### config.mk
export PLATFORM = sky130hd
export DESIGN_NAME = lnf_iter
export DESIGN_NICKNAME = d
export VERILOG_FILES = /design/src/sv/lnf_pkg.sv /design/src/sv/lnf_iter.sv
export SDC_FILE = /design/constraint.sdc
export NUM_CORES = 1
export LEC_CHECK = 0
export ABC_AREA = 1
export BUFFER_PORTS_ARGS = -buffer_cell sky130_fd_sc_hd__buf_4
export CORE_MARGIN = 3
export CORE_UTILIZATION = 24
export CTS_BUF_LIST = sky130_fd_sc_hd__clkbuf_8
export DETAILED_ROUTE_END_ITERATION = 7
export PLACE_DENSITY = 0.4
export SYNTH_ARGS = -nofsm -noshare
export SYNTH_HDL_FRONTEND = slang
export SYNTH_SLANG_ARGS = --single-unit
export TNS_END_PERCENT = 50
### constraint.sdc
create_clock -name clk -period 7.46 [get_ports clk]
set_clock_uncertainty 0.1 [all_clocks]
set_input_delay 0.373 -clock clk [delete_from_list [all_inputs] [get_ports clk]]
set_output_delay 0.373 -clock clk [all_outputs]
set_load 0.05 [all_outputs]
### src/sv/lnf_pkg.sv
// ============================================================================
// lnf_pkg
// Shared types and constants for the layer normalization forward block.
// ============================================================================
`default_nettype none

package lnf_pkg;

    localparam int DATA_WIDTH       = 16;
    localparam int FRAC_BITS        = 12;
    localparam int MAX_ELEMENTS_DEF = 1024;
    localparam int CFG_COUNT_W      = 11;
    localparam int CFG_EPS_W        = 24;
    localparam int INV_W            = 32;
    localparam int OPW              = 64;
    localparam int ITER_DIV_STEPS   = 64;
    localparam int ITER_SQRT_STEPS  = 32;
    localparam int PADDR_W          = 4;
    localparam int PDATA_W          = 32;

    localparam logic [CFG_COUNT_W-1:0] COUNT_RESET = CFG_COUNT_W'(1024);
    localparam logic [CFG_EPS_W-1:0]   EPS_RESET   = CFG_EPS_W'(168);
    localparam logic [OPW-1:0]         ONE_Q24     = OPW'(1) << 24;
    localparam logic [OPW-1:0]         ONE_Q56     = OPW'(1) << 56;
    localparam logic [INV_W-1:0]       INV_MAX     = '1;

    typedef enum logic [1:0] {
        REG_ELEMENT_COUNT = 2'd0,
        REG_EPSILON       = 2'd1,
        REG_USE_SCALE     = 2'd2,
        REG_USE_BIAS      = 2'd3
    } cfg_reg_t;

    typedef enum logic {
        KIND_LOAD  = 1'b0,
        KIND_APPLY = 1'b1
    } kind_t;

    typedef enum logic [1:0] {
        PH_LOADING  = 2'd0,
        PH_APPLYING = 2'd1
    } phase_t;

    typedef enum logic {
        ITER_DIV  = 1'b0,
        ITER_SQRT = 1'b1
    } iter_mode_t;

    typedef struct packed {
        logic       start;
        iter_mode_t mode;
    } iter_req_t;

    typedef enum logic [3:0] {
        ST_IDLE,
        ST_LOAD,
        ST_MEAN,
        ST_MEAN_W,
        ST_VMUL,
        ST_VSTART,
        ST_VDIV_W,
        ST_TOTAL,
        ST_RDIV_W,
        ST_SQRT_W,
        ST_AP_RD,
        ST_AP_DIFF,
        ST_AP_MUL,
        ST_AP_SCALE,
        ST_AP_OUT
    } state_t;

endpackage

`default_nettype wire

### src/sv/lnf_iter.sv
// ============================================================================
// lnf_iter
// Shared compare-subtract unit: restoring divide (64 steps) or integer
// square root (32 steps), one step per cycle.
// ============================================================================
`default_nettype none

module lnf_iter (
    input  wire logic                        clk,
    input  wire logic                        rst_n,
    input  wire lnf_pkg::iter_req_t          req,
    input  wire logic [lnf_pkg::OPW-1:0]     op_a,
    input  wire logic [lnf_pkg::OPW-1:0]     op_b,
    output logic                             done,
    output logic [lnf_pkg::OPW-1:0]          result
);
    import lnf_pkg::*;

    localparam int CNT_IW = $clog2(ITER_DIV_STEPS + 1);

    logic [OPW:0]        acc_reg;
    logic [OPW-1:0]      quo_reg;
    logic [OPW-1:0]      src_reg;
    logic [OPW-1:0]      dvs_reg;
    logic [CNT_IW-1:0]   cnt_reg;
    iter_mode_t          mode_reg;
    logic                busy_reg;
    logic                done_reg;

    logic [OPW:0]        rem_sh;
    logic [OPW+1:0]      opa;
    logic [OPW+1:0]      opb;
    logic [OPW+1:0]      sub;
    logic                ge;

    always_comb
    begin
        rem_sh = {acc_reg[OPW-1:0], src_reg[OPW-1]};
        if (mode_reg == ITER_DIV)
        begin
            opa = {1'b0, rem_sh};
            opb = {2'b00, dvs_reg};
        end
        else
        begin
            opa = {2'b00, acc_reg[OPW-1:0]};
            opb = {2'b00, quo_reg | src_reg};
        end
        sub = opa - opb;
        ge  = ~sub[OPW+1];
    end

    always_ff @(posedge clk or negedge rst_n)
    begin
        if (!rst_n)
        begin
            busy_reg <= 1'b0;
            done_reg <= 1'b0;
            cnt_reg  <= '0;
            mode_reg <= ITER_DIV;
        end
        else if (req.start)
        begin
            busy_reg <= 1'b1;
            done_reg <= 1'b0;
            mode_reg <= req.mode;
            cnt_reg  <= (req.mode == ITER_DIV) ? CNT_IW'(ITER_DIV_STEPS)
                                               : CNT_IW'(ITER_SQRT_STEPS);
        end
        else if (busy_reg)
        begin
            cnt_reg <= cnt_reg - CNT_IW'(1);
            if (cnt_reg == CNT_IW'(1))
            begin
                busy_reg <= 1'b0;
                done_reg <= 1'b1;
            end
        end
        else
        begin
            done_reg <= 1'b0;
        end
    end

    always_ff @(posedge clk)
    begin
        if (req.start)
        begin
            quo_reg <= '0;
            dvs_reg <= op_b;
            if (req.mode == ITER_DIV)
            begin
                acc_reg <= '0;
                src_reg <= op_a;
            end
            else
            begin
                acc_reg <= {1'b0, op_a};
                src_reg <= OPW'(1) << (OPW - 2);
            end
        end
        else if (busy_reg)
        begin
            if (mode_reg == ITER_DIV)
            begin
                acc_reg <= ge ? sub[OPW:0] : rem_sh;
                quo_reg <= {quo_reg[OPW-2:0], ge};
                src_reg <= src_reg << 1;
            end
            else
            begin
                if (ge)
                begin
                    acc_reg <= {1'b0, sub[OPW-1:0]};
                    quo_reg <= (quo_reg >> 1) | src_reg;
                end
                else
                begin
                    quo_reg <= quo_reg >> 1;
                end
                src_reg <= src_reg >> 2;
            end
        end
    end

    assign done   = done_reg;
    assign result = quo_reg;

endmodule

`default_nettype wire

After elaboration in Yosys (flattened, before gate mapping)
Index checks and enable logic that the tools add are counted.
{"block": "word_totals", "reg_bits": 266, "latchBits": 0, "mem_bits_rw": 0, "mem_bits_ro": 0, "in_bits": 132, "output_inout_bits": 65, "elab_cells": 41, "n_memories": 0}
{"block": "op_classes", "addsub": 2, "mul": 0, "div_mod_pow": 0, "magnitude_cmp": 0, "eq_ne": 3, "shift": 0, "muxes": 23, "bitwise_logic": 3, "n_reduce_logical": 2}
{"op": "$mux W64", "count": 13}
{"op": "$sub A65 B64 Y66", "count": 1}
{"op": "$mux W65", "count": 1}
{"op": "$or A63 B64 Y64", "count": 1}
{"op": "$or A64 B64 Y64", "count": 1}
{"op": "$mux W7", "count": 3}
{"op": "$eq A7 B1 Y1 const B", "count": 1}
{"op": "$sub A7 B1 Y7 const B", "count": 1}
{"op": "$mux W1", "count": 6}
{"op": "$ne A3 B2 Y1 const B", "count": 1}
{"op": "$ne A3 B3 Y1 const B", "count": 1}
{"op": "$reduce_and A2 Y1", "count": 1}
{"op": "$reduce_bool A2 Y1", "count": 1}
{"op": "$not A1 Y1", "count": 1}

Logic depth before layout (Yosys ltp)
Gate-level depths: netlist (run 1).
{"block": "logic_depth", "depth_word": 7, "depth_mapped": 23, "ltp_nobuf": 20}

Least setup slack after synthesis (run 1)
OpenSTA, ideal clock, no wires.
{"block": "synth_timing", "path_kind": "flip-flop to flip-flop", "startpoint": "register mode_reg", "endpoint": "register acc_reg[0], enable pin", "setup_ns": 0.418, "t_arrival_ns": 4.306, "setup_slack_ns": 2.636, "path_stages_with_launch": 21, "period_less_slack_ns": 4.824, "cell_sequence": "dfrtp_1 buf_2 clkbuf_1 clkbuf_1 clkbuf_1 o22ai_1 ha_1 nand2_2 nor2_2 nand3_1 nand3_2 nand2_2 nand2_4 nand2_2 nand2_4 nand2_4 nand2_4 buf_8 buf_12 o21ai_1 inv_1"}
{"block": "synth_between", "elab_chain_cells": 4, "elab_cells_between_ends": 5}
{"item": "start: declaration", "line": "lnf_iter.sv:26", "text": "iter_mode_t mode_reg;"}
{"item": "start signal: assignment", "line": "lnf_iter.sv:66", "text": "mode_reg <= req.mode;"}
{"item": "$mux W65 / $mux W64 (equally long branches)", "line": "lnf_iter.sv:39", "text": "if (mode_reg == ITER_DIV)"}
{"item": "$sub A65 B64 Y66", "line": "lnf_iter.sv:49", "text": "sub = opa - opb;"}
{"item": "$ne A3 B3 Y1 (no source line) (*)"}
{"item": "$reduce_and A2 Y1 (no source line) (*)"}
{"item": "end signal: assignment", "line": "lnf_iter.sv:98", "text": "acc_reg <= {1'b0, op_a};"}
{"item": "end signal: assignment", "line": "lnf_iter.sv:106", "text": "acc_reg <= ge ? sub[OPW:0] : rem_sh;"}
{"item": "end signal: assignment", "line": "lnf_iter.sv:114", "text": "acc_reg <= {1'b0, sub[OPW-1:0]};"}
{"item": "end: declaration", "line": "lnf_iter.sv:21", "text": "logic [OPW:0] acc_reg;"}
Mark *: on every way between the ends. The rest lies on a longest branch, timed or not.
A chain may end at the register's enable or synchronous reset.

Worst setup path after layout (run 1)
{"block": "layout_timing", "startpoint": "register mode_reg", "endpoint": "register acc_reg[25], enable pin"}
Same word-level chain as after synthesis.

==> results.py, run 1 <==
metrics = {
    "clock_network": {
        "cts_root_buf": "clkbuf_8",
        "clkSlewWorstSetupHoldPaths_ps": 60,
        "post_cts_buffers": 0,
        "htreeDepth": 2,
        "cts_buffer_depth": 3,
        "post_cts_resize_count": 0,
        "cts_tree": "built",
        "clk_latency_ps": 660,
        "numCtsBuffers": 52,
        "cts.sinks": 266,
        "postCtsHoldBufs": 129,
    },
    "synth": {
        "async_reset_ff_frac": 0.0376,
        "synth_area_um2": 19700,
        "synth_flop_cell": "edfxtp_1",
        "ys_seq_area_frac": 0.369,
        "ys_ff_latch": 266,
        "synth_fp_nets": 2996,
        "yosysWarnings": 0,
        "synth_edf_count": 192,
        "ys_types": 48,
        "avgSynthCellArea_um2": 7.06,
        "syn_inst": 2797,
    },
    "worst_setup_path": {
        "crit_path_end_kind": "flop",
        "slowest_delay_ps": 730,
        "critPathMaxFanout": 80,
        "crit_family": "simple AND/OR/NAND/NOR gates",
        "crit_path_top_delay_cell": "dfrtp_4",
        "start_kind": "flop",
        "path_class": "flop to flop",
        "cp.arrival_ps": 6140,
        "critPathBufInv": 5,
        "critPathRequiredTime_ps": 7660,
        "crit_chain": "clkinv_2, buf_12, or2_2, o22ai_1, ha_1, nand2_2, nor2_1, nand2_1, clkinv_1, nand2_1, nor2_2, nand2_4, nand2_4, o21ai_1, inv_2, buf_12",
    },
    "run": {
        "cap_violations": 0,
    },
    "pwr": {
        "power_density_nw_per_um2": 363,
        "ir_worst_vdd_uv": 143,
        "leakagePower_nw": 11.5,
        "p_total_mw": 8.94,
    },
    "routing": {
        "num_vias": 19800,
        "drt-initial-drc-count": 1390,
        "vias_per_cell": 4.74,
        "first_pass_iters": 5,
        "wl_per_cell_um": 20.9,
        "drtAntennaViolNets": 0,
        "drc": 0,
        "routed_wl_mm": 87.6,
    },
    "sta": {
        "drv_slew": 0,
        "tightest_slew_ps": 1280,
        "finalSetupViolations": 0,
        "max_freq_ghz": 0.168,
        "period_share": 0.796,
        "tns_ps": 0,
        "fin_crit_ps": 5940,
        "slew_headroom": 0.145,
        "hold_viol_final": 0,
        "grt_setup_unrepaired": "false",
    },
    "floorplanning": {
        "fp.dieW_um": 293,
        "dieArea_um2": 85800,
        "die_y_um": 293,
        "rows": 104,
        "pin_count": 197,
        "core_um2": 81100,
        "initial_core_util": 0.244,
    },
    "run_status": {
        "status": "finished clean",
    },
    "worst_hold_path": {
        "min_path_type": "primary input to asynchronous set/reset pin",
    },
    "final_layout": {
        "final_common_cell": "nand2_1",
        "mostFrequentLayoutCells": "916 x nand2_1, 479 x inv_1, 212 x buf_4, 192 x edfxtp_1, 163 x o21ai_0",
        "drive_gt1_frac": 0.154,
        "fill_cells": 8943,
        "area_growth_pct": 24.5,
        "stdcell_count": 4185,
        "fin_nets": 3280,
    },
    "placement": {
        "placed_cells": 3958,
        "gp_congestion": 0.921,
        "io_buffers": 196,
        "dp_hpwl_mm": 69.1,
    },
    "grt": {
        "grt_pass1_vias": 19800,
        "grt_use_met3": 0.0170,
        "grt_start_max_net_pins": 181,
        "grt_util_all_layers": 0.200,
        "antenna_found_initial": 2,
        "grtUsageMet2": 0.308,
        "grt_util_met1": 0.305,
        "gr-total-overflow": 0,
        "grt_most_used_layer": "met2",
        "grt_pass1_wl_mm": 131,
    },
}
## final cells by class
cell class | count | area [um2] | share of cell area
multi-input cells | 1946 | 10100 | 0.412
repair buffers | 345 | 2960 | 0.120
flip-flops and latches | 266 | 7300 | 0.297
clock buffers | 66 | 908 | 0.0369
well taps | 1060 | 1330 | 0.0539
clock inverters | 31 | 190 | 0.00773
diodes | 1 | 2.50 | 0.000102
inverters | 470 | 1770 | 0.0718
## synthesized netlist by cell type (2+ instances only)
library cell	n	area [um2]
nand2_1	917	3440
inv_1	459	1720
edfxtp_1	192	5770
o21ai_0	163	816
nand3_1	146	731
nor2_1	123	462
clkbuf_1	79	297
nand4_1	77	482
a21oi_1	68	340
ha_1	66	826
dfxtp_1	64	1280
o22ai_1	64	400
or2_2	61	382
o221ai_1	60	526
a21oi_2	42	368
o21ai_2	39	342
xnor2_1	31	272
buf_2	14	70.1
nor3_1	13	65.1
o21ai_1	13	65.1
buf_6	11	124
a21oi_4	10	163
dfrtp_1	10	250
nor2_2	10	62.6
buf_1	7	26.3
nand2_2	7	43.8
inv_2	6	22.5
nand3b_1	6	45.0
o21bai_1	6	45.0
clkinv_1	5	18.8
xor2_1	5	43.8
nand2_4	4	45.0
and2_1	2	12.5
buf_12	2	40.0
o211ai_1	2	15.0
## worst paths after layout
path                            from  slack (ps)           to  depth (start not counted)
max in group asynchronous      rst_n        7010     mode_reg                          2
setup reg to reg            mode_reg        1520  acc_reg[25]                         16
hold reg to reg            result[7]         400    result[7]                          2
setup / recovery            mode_reg        1520  acc_reg[25]                         16
min in group clk              req[0]          70     mode_reg                          3
hold / removal                 rst_n          70     mode_reg                          2
## layer usage
metal,part of all wire,routed length [um]
met4,0.016,1440
met3,0.041,3610
met1,0.51,44700
met5,0,0
met2,0.43,37800
## power breakdown
| group | leakage [nW] | switching [mW] | internal [mW] | total (mW) |
|---|---|---|---|---|
| Clock | 0.646 | 0.708 | 0.863 | 1.57 |
| Sequential | 2.72 | 0.269 | 2.03 | 2.30 |
| Combinational | 8.11 | 3.51 | 1.56 | 5.07 |
## cells by family after synthesis
kind of cell    after synthesis  share of synthesized area
simple gates               1370                      0.295
buf+inv                     585                      0.119
compound gates              473                      0.159
flops                       266                      0.369
fa+ha+maj                    67                     0.0428
xor+xnor                     36                     0.0160
## per-stage QoR
stage                     instance area [um2]   util  worst slack [ps]  hold WS, ps
after floorplan                         19700      -              2640        -22.6
after global placement                  22200  0.274              1580          121
after detailed placement                22200  0.274              1590          125
after CTS                               24600  0.303              1580         14.4
after global routing                    24600  0.303              1310         38.6
final                                   24600  0.303              1520         67.5
(Power assumes the default switching activity.)
==> run 2, diff against run 1 <==
clock period = 5.6 ns   (was 7.46 ns; I/O delays follow)
==> run 2 against run 1 <==
Compared with the run above:
- non-clock buffer count up 9
- sequential power up 32%
- cell area about the same
- register-to-register slack worse by 860 ps
- setup slack worse by 860 ps
- critical endpoint is now acc_reg[2]
- combinational power up 35%
==> results.py, run 2 (same netlist as run 1, synthesis figures left out) <==
metrics = {
    "run_status": {
        "status": "finished clean",
    },
    "worst_setup_path": {
        "reg2reg_setup_slack_ps": 670,
        "critical_path.startpoint": "mode_reg",
        "timing.rr.start": "mode_reg",
        "critPathRequiredTime_ps": 5860,
        "crit_path_end_kind": "flop",
        "start_kind": "flop",
        "crit_chain": "clkinv_2, buf_4, or2_2, o22ai_1, ha_1, nand2_1, nand2_1, a21oi_2, inv_1, a21oi_1, nand2_1, a21oi_4, buf_4, buf_4, nand4_1, nand3_1, o21ai_0",
        "reg2reg_depth": 17,
        "crit_family": "buffers and inverters",
        "path_class": "flop to flop",
        "cp.arrival_ps": 5200,
        "slowest_delay_ps": 550,
        "critPathMaxFanout": 48,
        "rr_endpoint": "acc_reg[2]",
        "critPathBufInv": 5,
        "crit_path_top_delay_cell": "buf_4",
    },
    "routing": {
        "first_pass_iters": 5,
        "num_vias": 19800,
        "drt-initial-drc-count": 1510,
        "drtAntennaViolNets": 0,
        "drc": 0,
        "vias_per_cell": 4.72,
        "wl_per_cell_um": 20.3,
        "routed_wl_mm": 85.2,
    },
    "clock_network": {
        "cts_tree": "built",
        "numCtsBuffers": 51,
        "clk_latency_ps": 650,
        "htreeDepth": 2,
        "cts_root_buf": "clkbuf_8",
        "clkSlewWorstSetupHoldPaths_ps": 70,
        "cts_buffer_depth": 3,
        "cts.sinks": 266,
        "post_cts_resize_count": 0,
    },
    "grt": {
        "grt_pass1_vias": 19700,
        "grt_start_max_net_pins": 206,
        "grt_pass1_wl_mm": 127,
        "grt_util_all_layers": 0.194,
        "gr-total-overflow": 0,
        "antenna_found_initial": 1,
    },
    "worst_hold_path": {
        "hold_path_end": "dvs_reg[43]",
        "hp-start": "req[1]",
        "min_path_type": "primary input to flop",
        "hold_path_depth": 1,
    },
    "placement": {
        "placed_cells": 3965,
        "dp_hpwl_mm": 68.2,
        "gp_congestion": 0.899,
        "io_buffers": 196,
        "place_ws_ps": 680,
        "dpl_cell_area_um2": 22300,
    },
    "sta": {
        "period_share": 0.881,
        "hold_viol_final": 0,
        "fin_ws_ps": 665,
        "tightest_slew_ps": 1210,
        "finalSetupViolations": 0,
        "drv_slew": 0,
        "slew_headroom": 0.196,
        "fin_crit_ps": 4930,
        "tns_ps": 0,
        "grt_setup_unrepaired": "false",
        "max_freq_ghz": 0.203,
        "holdWs_ps": 74.4,
    },
    "final_layout": {
        "stdcell_area_um2": 24600,
        "multiInputGateArea_um2": 10100,
        "postLayoutCoreUtil": 0.303,
        "mostFrequentLayoutCells": "916 x nand2_1, 476 x inv_1, 219 x buf_4, 192 x edfxtp_1, 163 x o21ai_0",
        "stdcell_count": 4193,
        "area_growth_pct": 24.4,
        "fin_nets": 3288,
        "fill_cells": 8878,
        "final_common_cell": "nand2_1",
        "seq_area_um2": 7300,
        "drive_gt1_frac": 0.156,
    },
    "floorplanning": {
        "initial_core_util": 0.244,
        "die_y_um": 293,
        "fp.dieW_um": 293,
        "pin_count": 197,
        "core_um2": 81100,
        "rows": 104,
        "dieArea_um2": 85800,
    },
    "pwr": {
        "leakagePower_nw": 11.5,
        "power_density_nw_per_um2": 481,
        "p_total_mw": 11.8,
        "ir_worst_vdd_uv": 220,
    },
    "run": {
        "cap_violations": 0,
    },
}
## run 2: cell count changes in the layout (fill, tap and decap cells not counted)
cell,delta
clkbuf_8,-5
inv_1,-3
bufinv_16,-2
inv_8,+2
clkinv_1,+3
clkinv_2,+4
clkinvlp_4,+2
buf_4,+7
dlygate4sd3_1,+2
inv_6,-1
clkinv_8,-1
## run 2: timing repair
action / 4_1_cts / 5_1_grt
buffers inserted: 0 / 0
hold buffers: 131 / 0
hold endpoints to repair: 203 / 0
## run 2: worst max-delay path by stage
stage / to / slack (ps) / cells past startpoint
2_1_floorplan: acc_reg[0] / 780 / 20
3_3_place_gp: acc_reg[60] / 670 / 20
3_5_place_dp: acc_reg[60] / 680 / 20
4_1_cts: acc_reg[60] / 670 / 20
5_1_grt: acc_reg[2] / 390 / 17
6_report: acc_reg[2] / 670 / 17
## run 2: routing by layer
metal | global-route usage | up-vias | wire, um
li1 | - | 9722 | -
met1 | 0.286 | 9452 | 42300
met2 | 0.297 | 532 | 36400
met3 | 0.0325 | 89 | 4940
met4 | 0.0439 | 0 | 1560
met5 | 0 | - | 0
## run 2: layout make-up
class / instances / share of cell area
Antenna cell: 1 / 0.000102
Clock buffer: 61 / 0.0342
Clock inverter: 35 / 0.00662
Inverter: 470 / 0.0719
Multi-Input combinational cell: 1946 / 0.412
Sequential cell: 266 / 0.297
Tap cell: 1060 / 0.0540
Timing Repair Buffer: 354 / 0.124
## run 2: power by group
part           internal [mW]  leakage [nW]  switching (mW)
combinational           2.09          8.15            4.76
clock                  0.994         0.587           0.938
sequential              2.70          2.72           0.343
==> run 3, diff against run 2 <==
CORE_MARGIN = 2   (was 3)
PLACE_DENSITY = unset   (was 0.4)
==> run 3 against run 2 <==
Compared with the run above:
- register-to-register slack improved by 190 ps
- sequential power is essentially flat
- critical path depth fell by 2
- non-clock buffer count down 2
- setup slack improved by 190 ps
- clock-buffer cell count decreased by 14
- global-route usage decreased by 2.4 points
- first-iteration DRC count up 4.9%
- flip-flop and latch count stayed put
- total power down 4.4%
- sequential share of layout area increased by 0.18 points
- largest cell class unchanged
==> results.py, run 3 (same netlist as run 1, synthesis figures left out) <==
metrics = {
    "worst_setup_path": {
        "crit_path_end": "acc_reg[37]",
        "critPathRequiredTime_ps": 5850,
        "rr_endpoint": "acc_reg[37]",
        "cp.arrival_ps": 4990,
        "path_class": "flop to flop",
        "critical_path.startpoint": "mode_reg",
        "reg2reg_depth": 15,
        "critPathMaxFanout": 64,
        "start_kind": "flop",
        "crit_path_end_kind": "flop",
        "reg2reg_setup_slack_ps": 860,
        "timing.rr.start": "mode_reg",
    },
    "routing": {
        "drc": 0,
        "num_vias": 20000,
        "first_pass_iters": 7,
        "vias_per_cell": 4.77,
        "highest_layer": "met4",
        "wl_met3_mm": 4.07,
        "drt-met1-wl_mm": 31.8,
        "drt-initial-drc-count": 1584,
        "routed_wl_mm": 74.1,
        "wl_per_cell_um": 17.7,
        "routed-wl-met2_mm": 35.5,
        "drtAntennaViolNets": 0,
    },
    "clock_network": {
        "post_cts_resize_count": 0,
        "clk_latency_ps": 600,
        "cts_root_buf": "clkbuf_8",
        "cts_buffer_depth": 3,
        "cts.sinks": 266,
        "htreeDepth": 2,
        "clkSlewWorstSetupHoldPaths_ps": 70,
        "numCtsBuffers": 43,
        "cts_tree": "built",
    },
    "placement": {
        "gp_congestion": 0.991,
        "dp_hpwl_mm": 57.7,
        "placed_cells": 3973,
        "io_buffers": 196,
    },
    "floorplanning": {
        "die_y_um": 291,
        "fp.dieW_um": 291,
        "core_um2": 81700,
        "pin_count": 197,
        "rows": 105,
        "initial_core_util": 0.242,
        "dieArea_um2": 84600,
    },
    "final_layout": {
        "drive_gt1_frac": 0.151,
        "stdcell_count": 4184,
        "final_common_cell": "nand2_1",
        "area_growth_pct": 23.7,
        "mostFrequentLayoutCells": "916 x nand2_1, 478 x inv_1, 219 x buf_4, 192 x edfxtp_1, 163 x o21ai_0",
        "fin_nets": 3278,
    },
    "grt": {
        "grt_util_all_layers": 0.171,
        "grt_pass1_wl_mm": 114,
        "grt_pass1_vias": 19700,
        "grt_start_max_net_pins": 131,
        "antenna_found_initial": 1,
        "gr-total-overflow": 0,
    },
    "worst_hold_path": {
        "min_path_type": "primary input to flop",
        "hp-start": "req[1]",
        "hold_path_depth": 1,
    },
    "pwr": {
        "ir_worst_vdd_uv": 290,
        "power_density_nw_per_um2": 463,
        "leakagePower_nw": 11.4,
    },
    "sta": {
        "tns_ps": 0,
        "hold_viol_final": 0,
        "period_share": 0.847,
        "max_freq_ghz": 0.211,
        "tightest_slew_ps": 893,
        "fin_crit_ps": 4740,
        "finalSetupViolations": 0,
        "slew_headroom": 0.403,
        "grt_setup_unrepaired": "false",
        "drv_slew": 0,
    },
    "run": {
        "cap_violations": 0,
    },
    "run_status": {
        "status": "finished clean",
    },
}
run 3: cell types whose count changed in the layout (fill, tap and decap cells not counted), moves of 2 or more:
cell	change
clkbuf_8	-14
clkinv_2	-4
bufinv_16	+4
inv_8	-2
clkinv_1	-3
buf_12	-2
inv_1	+2
run 3: how the worst min path moves through the flow:
stage,to,slack (ps)
2_1_floorplan,busy_reg,-120
3_3_place_gp,done,20
3_5_place_dp,done,20
4_1_cts,dvs_reg[52],150
5_1_grt,dvs_reg[41],170
6_report,dvs_reg[52],140
run 3: critical path: stages, from the launching register on:
cell,delay [ps]
dfrtp_4,690
clkinv_2,350
buf_4,310
or2_2,310
o22ai_1,230
ha_1,320
nand2_1,140
nor2_1,280
and2_1,220
nand2_1,100
nor2_2,190
nand2_4,190
nand3_4,590
o21ai_0,230
nand3_1,120
nand2_1,50
run 3: what timing repair did:
item / in CTS / in global routing
hold buffers: 131 / 0
buffers inserted: 0 / 0
endpoints found under the hold margin: 203 / 0
run 3: layout make-up:
| type | instances | area (um2) |
|---|---|---|
| diodes | 1 | 2.50 |
| clock buffers | 47 | 647 |
| clock inverters | 32 | 238 |
| fillers | 8893 | 57300 |
| inverters | 470 | 1770 |
| multi-input cells | 1946 | 10100 |
| flip-flops and latches | 266 | 7300 |
| well taps | 1070 | 1340 |
| repair buffers | 352 | 3000 |
run 3: report_power, final:
part / internal [mW] / switching [mW] / leakage (nW) / total (mW)
clock: 0.959 / 0.853 / 0.526 / 1.81
sequential: 2.70 / 0.354 / 2.72 / 3.05
combinational: 2.06 / 4.38 / 8.13 / 6.44
run 3: per-layer routing:
layer	GRT usage	up-vias
met4	0.0622	0
met2	0.296	749
met5	0	-
met1	0.219	9362
met3	0.0170	142
li1	-	9710
run 3: through the flow:
stage	setup WS (ps)	power [mW]	instance area [um2]	hold slack [ps]	util
finish	856	11.3	24400	143	0.299
global route	539	12.2	24400	171	0.299
detailed placement	874	9.38	22200	22.9	0.272
global placement	841	9.39	22200	22.1	0.272
CTS	851	11.3	24400	145	0.299
floorplan	776	7.57	19700	-116	-
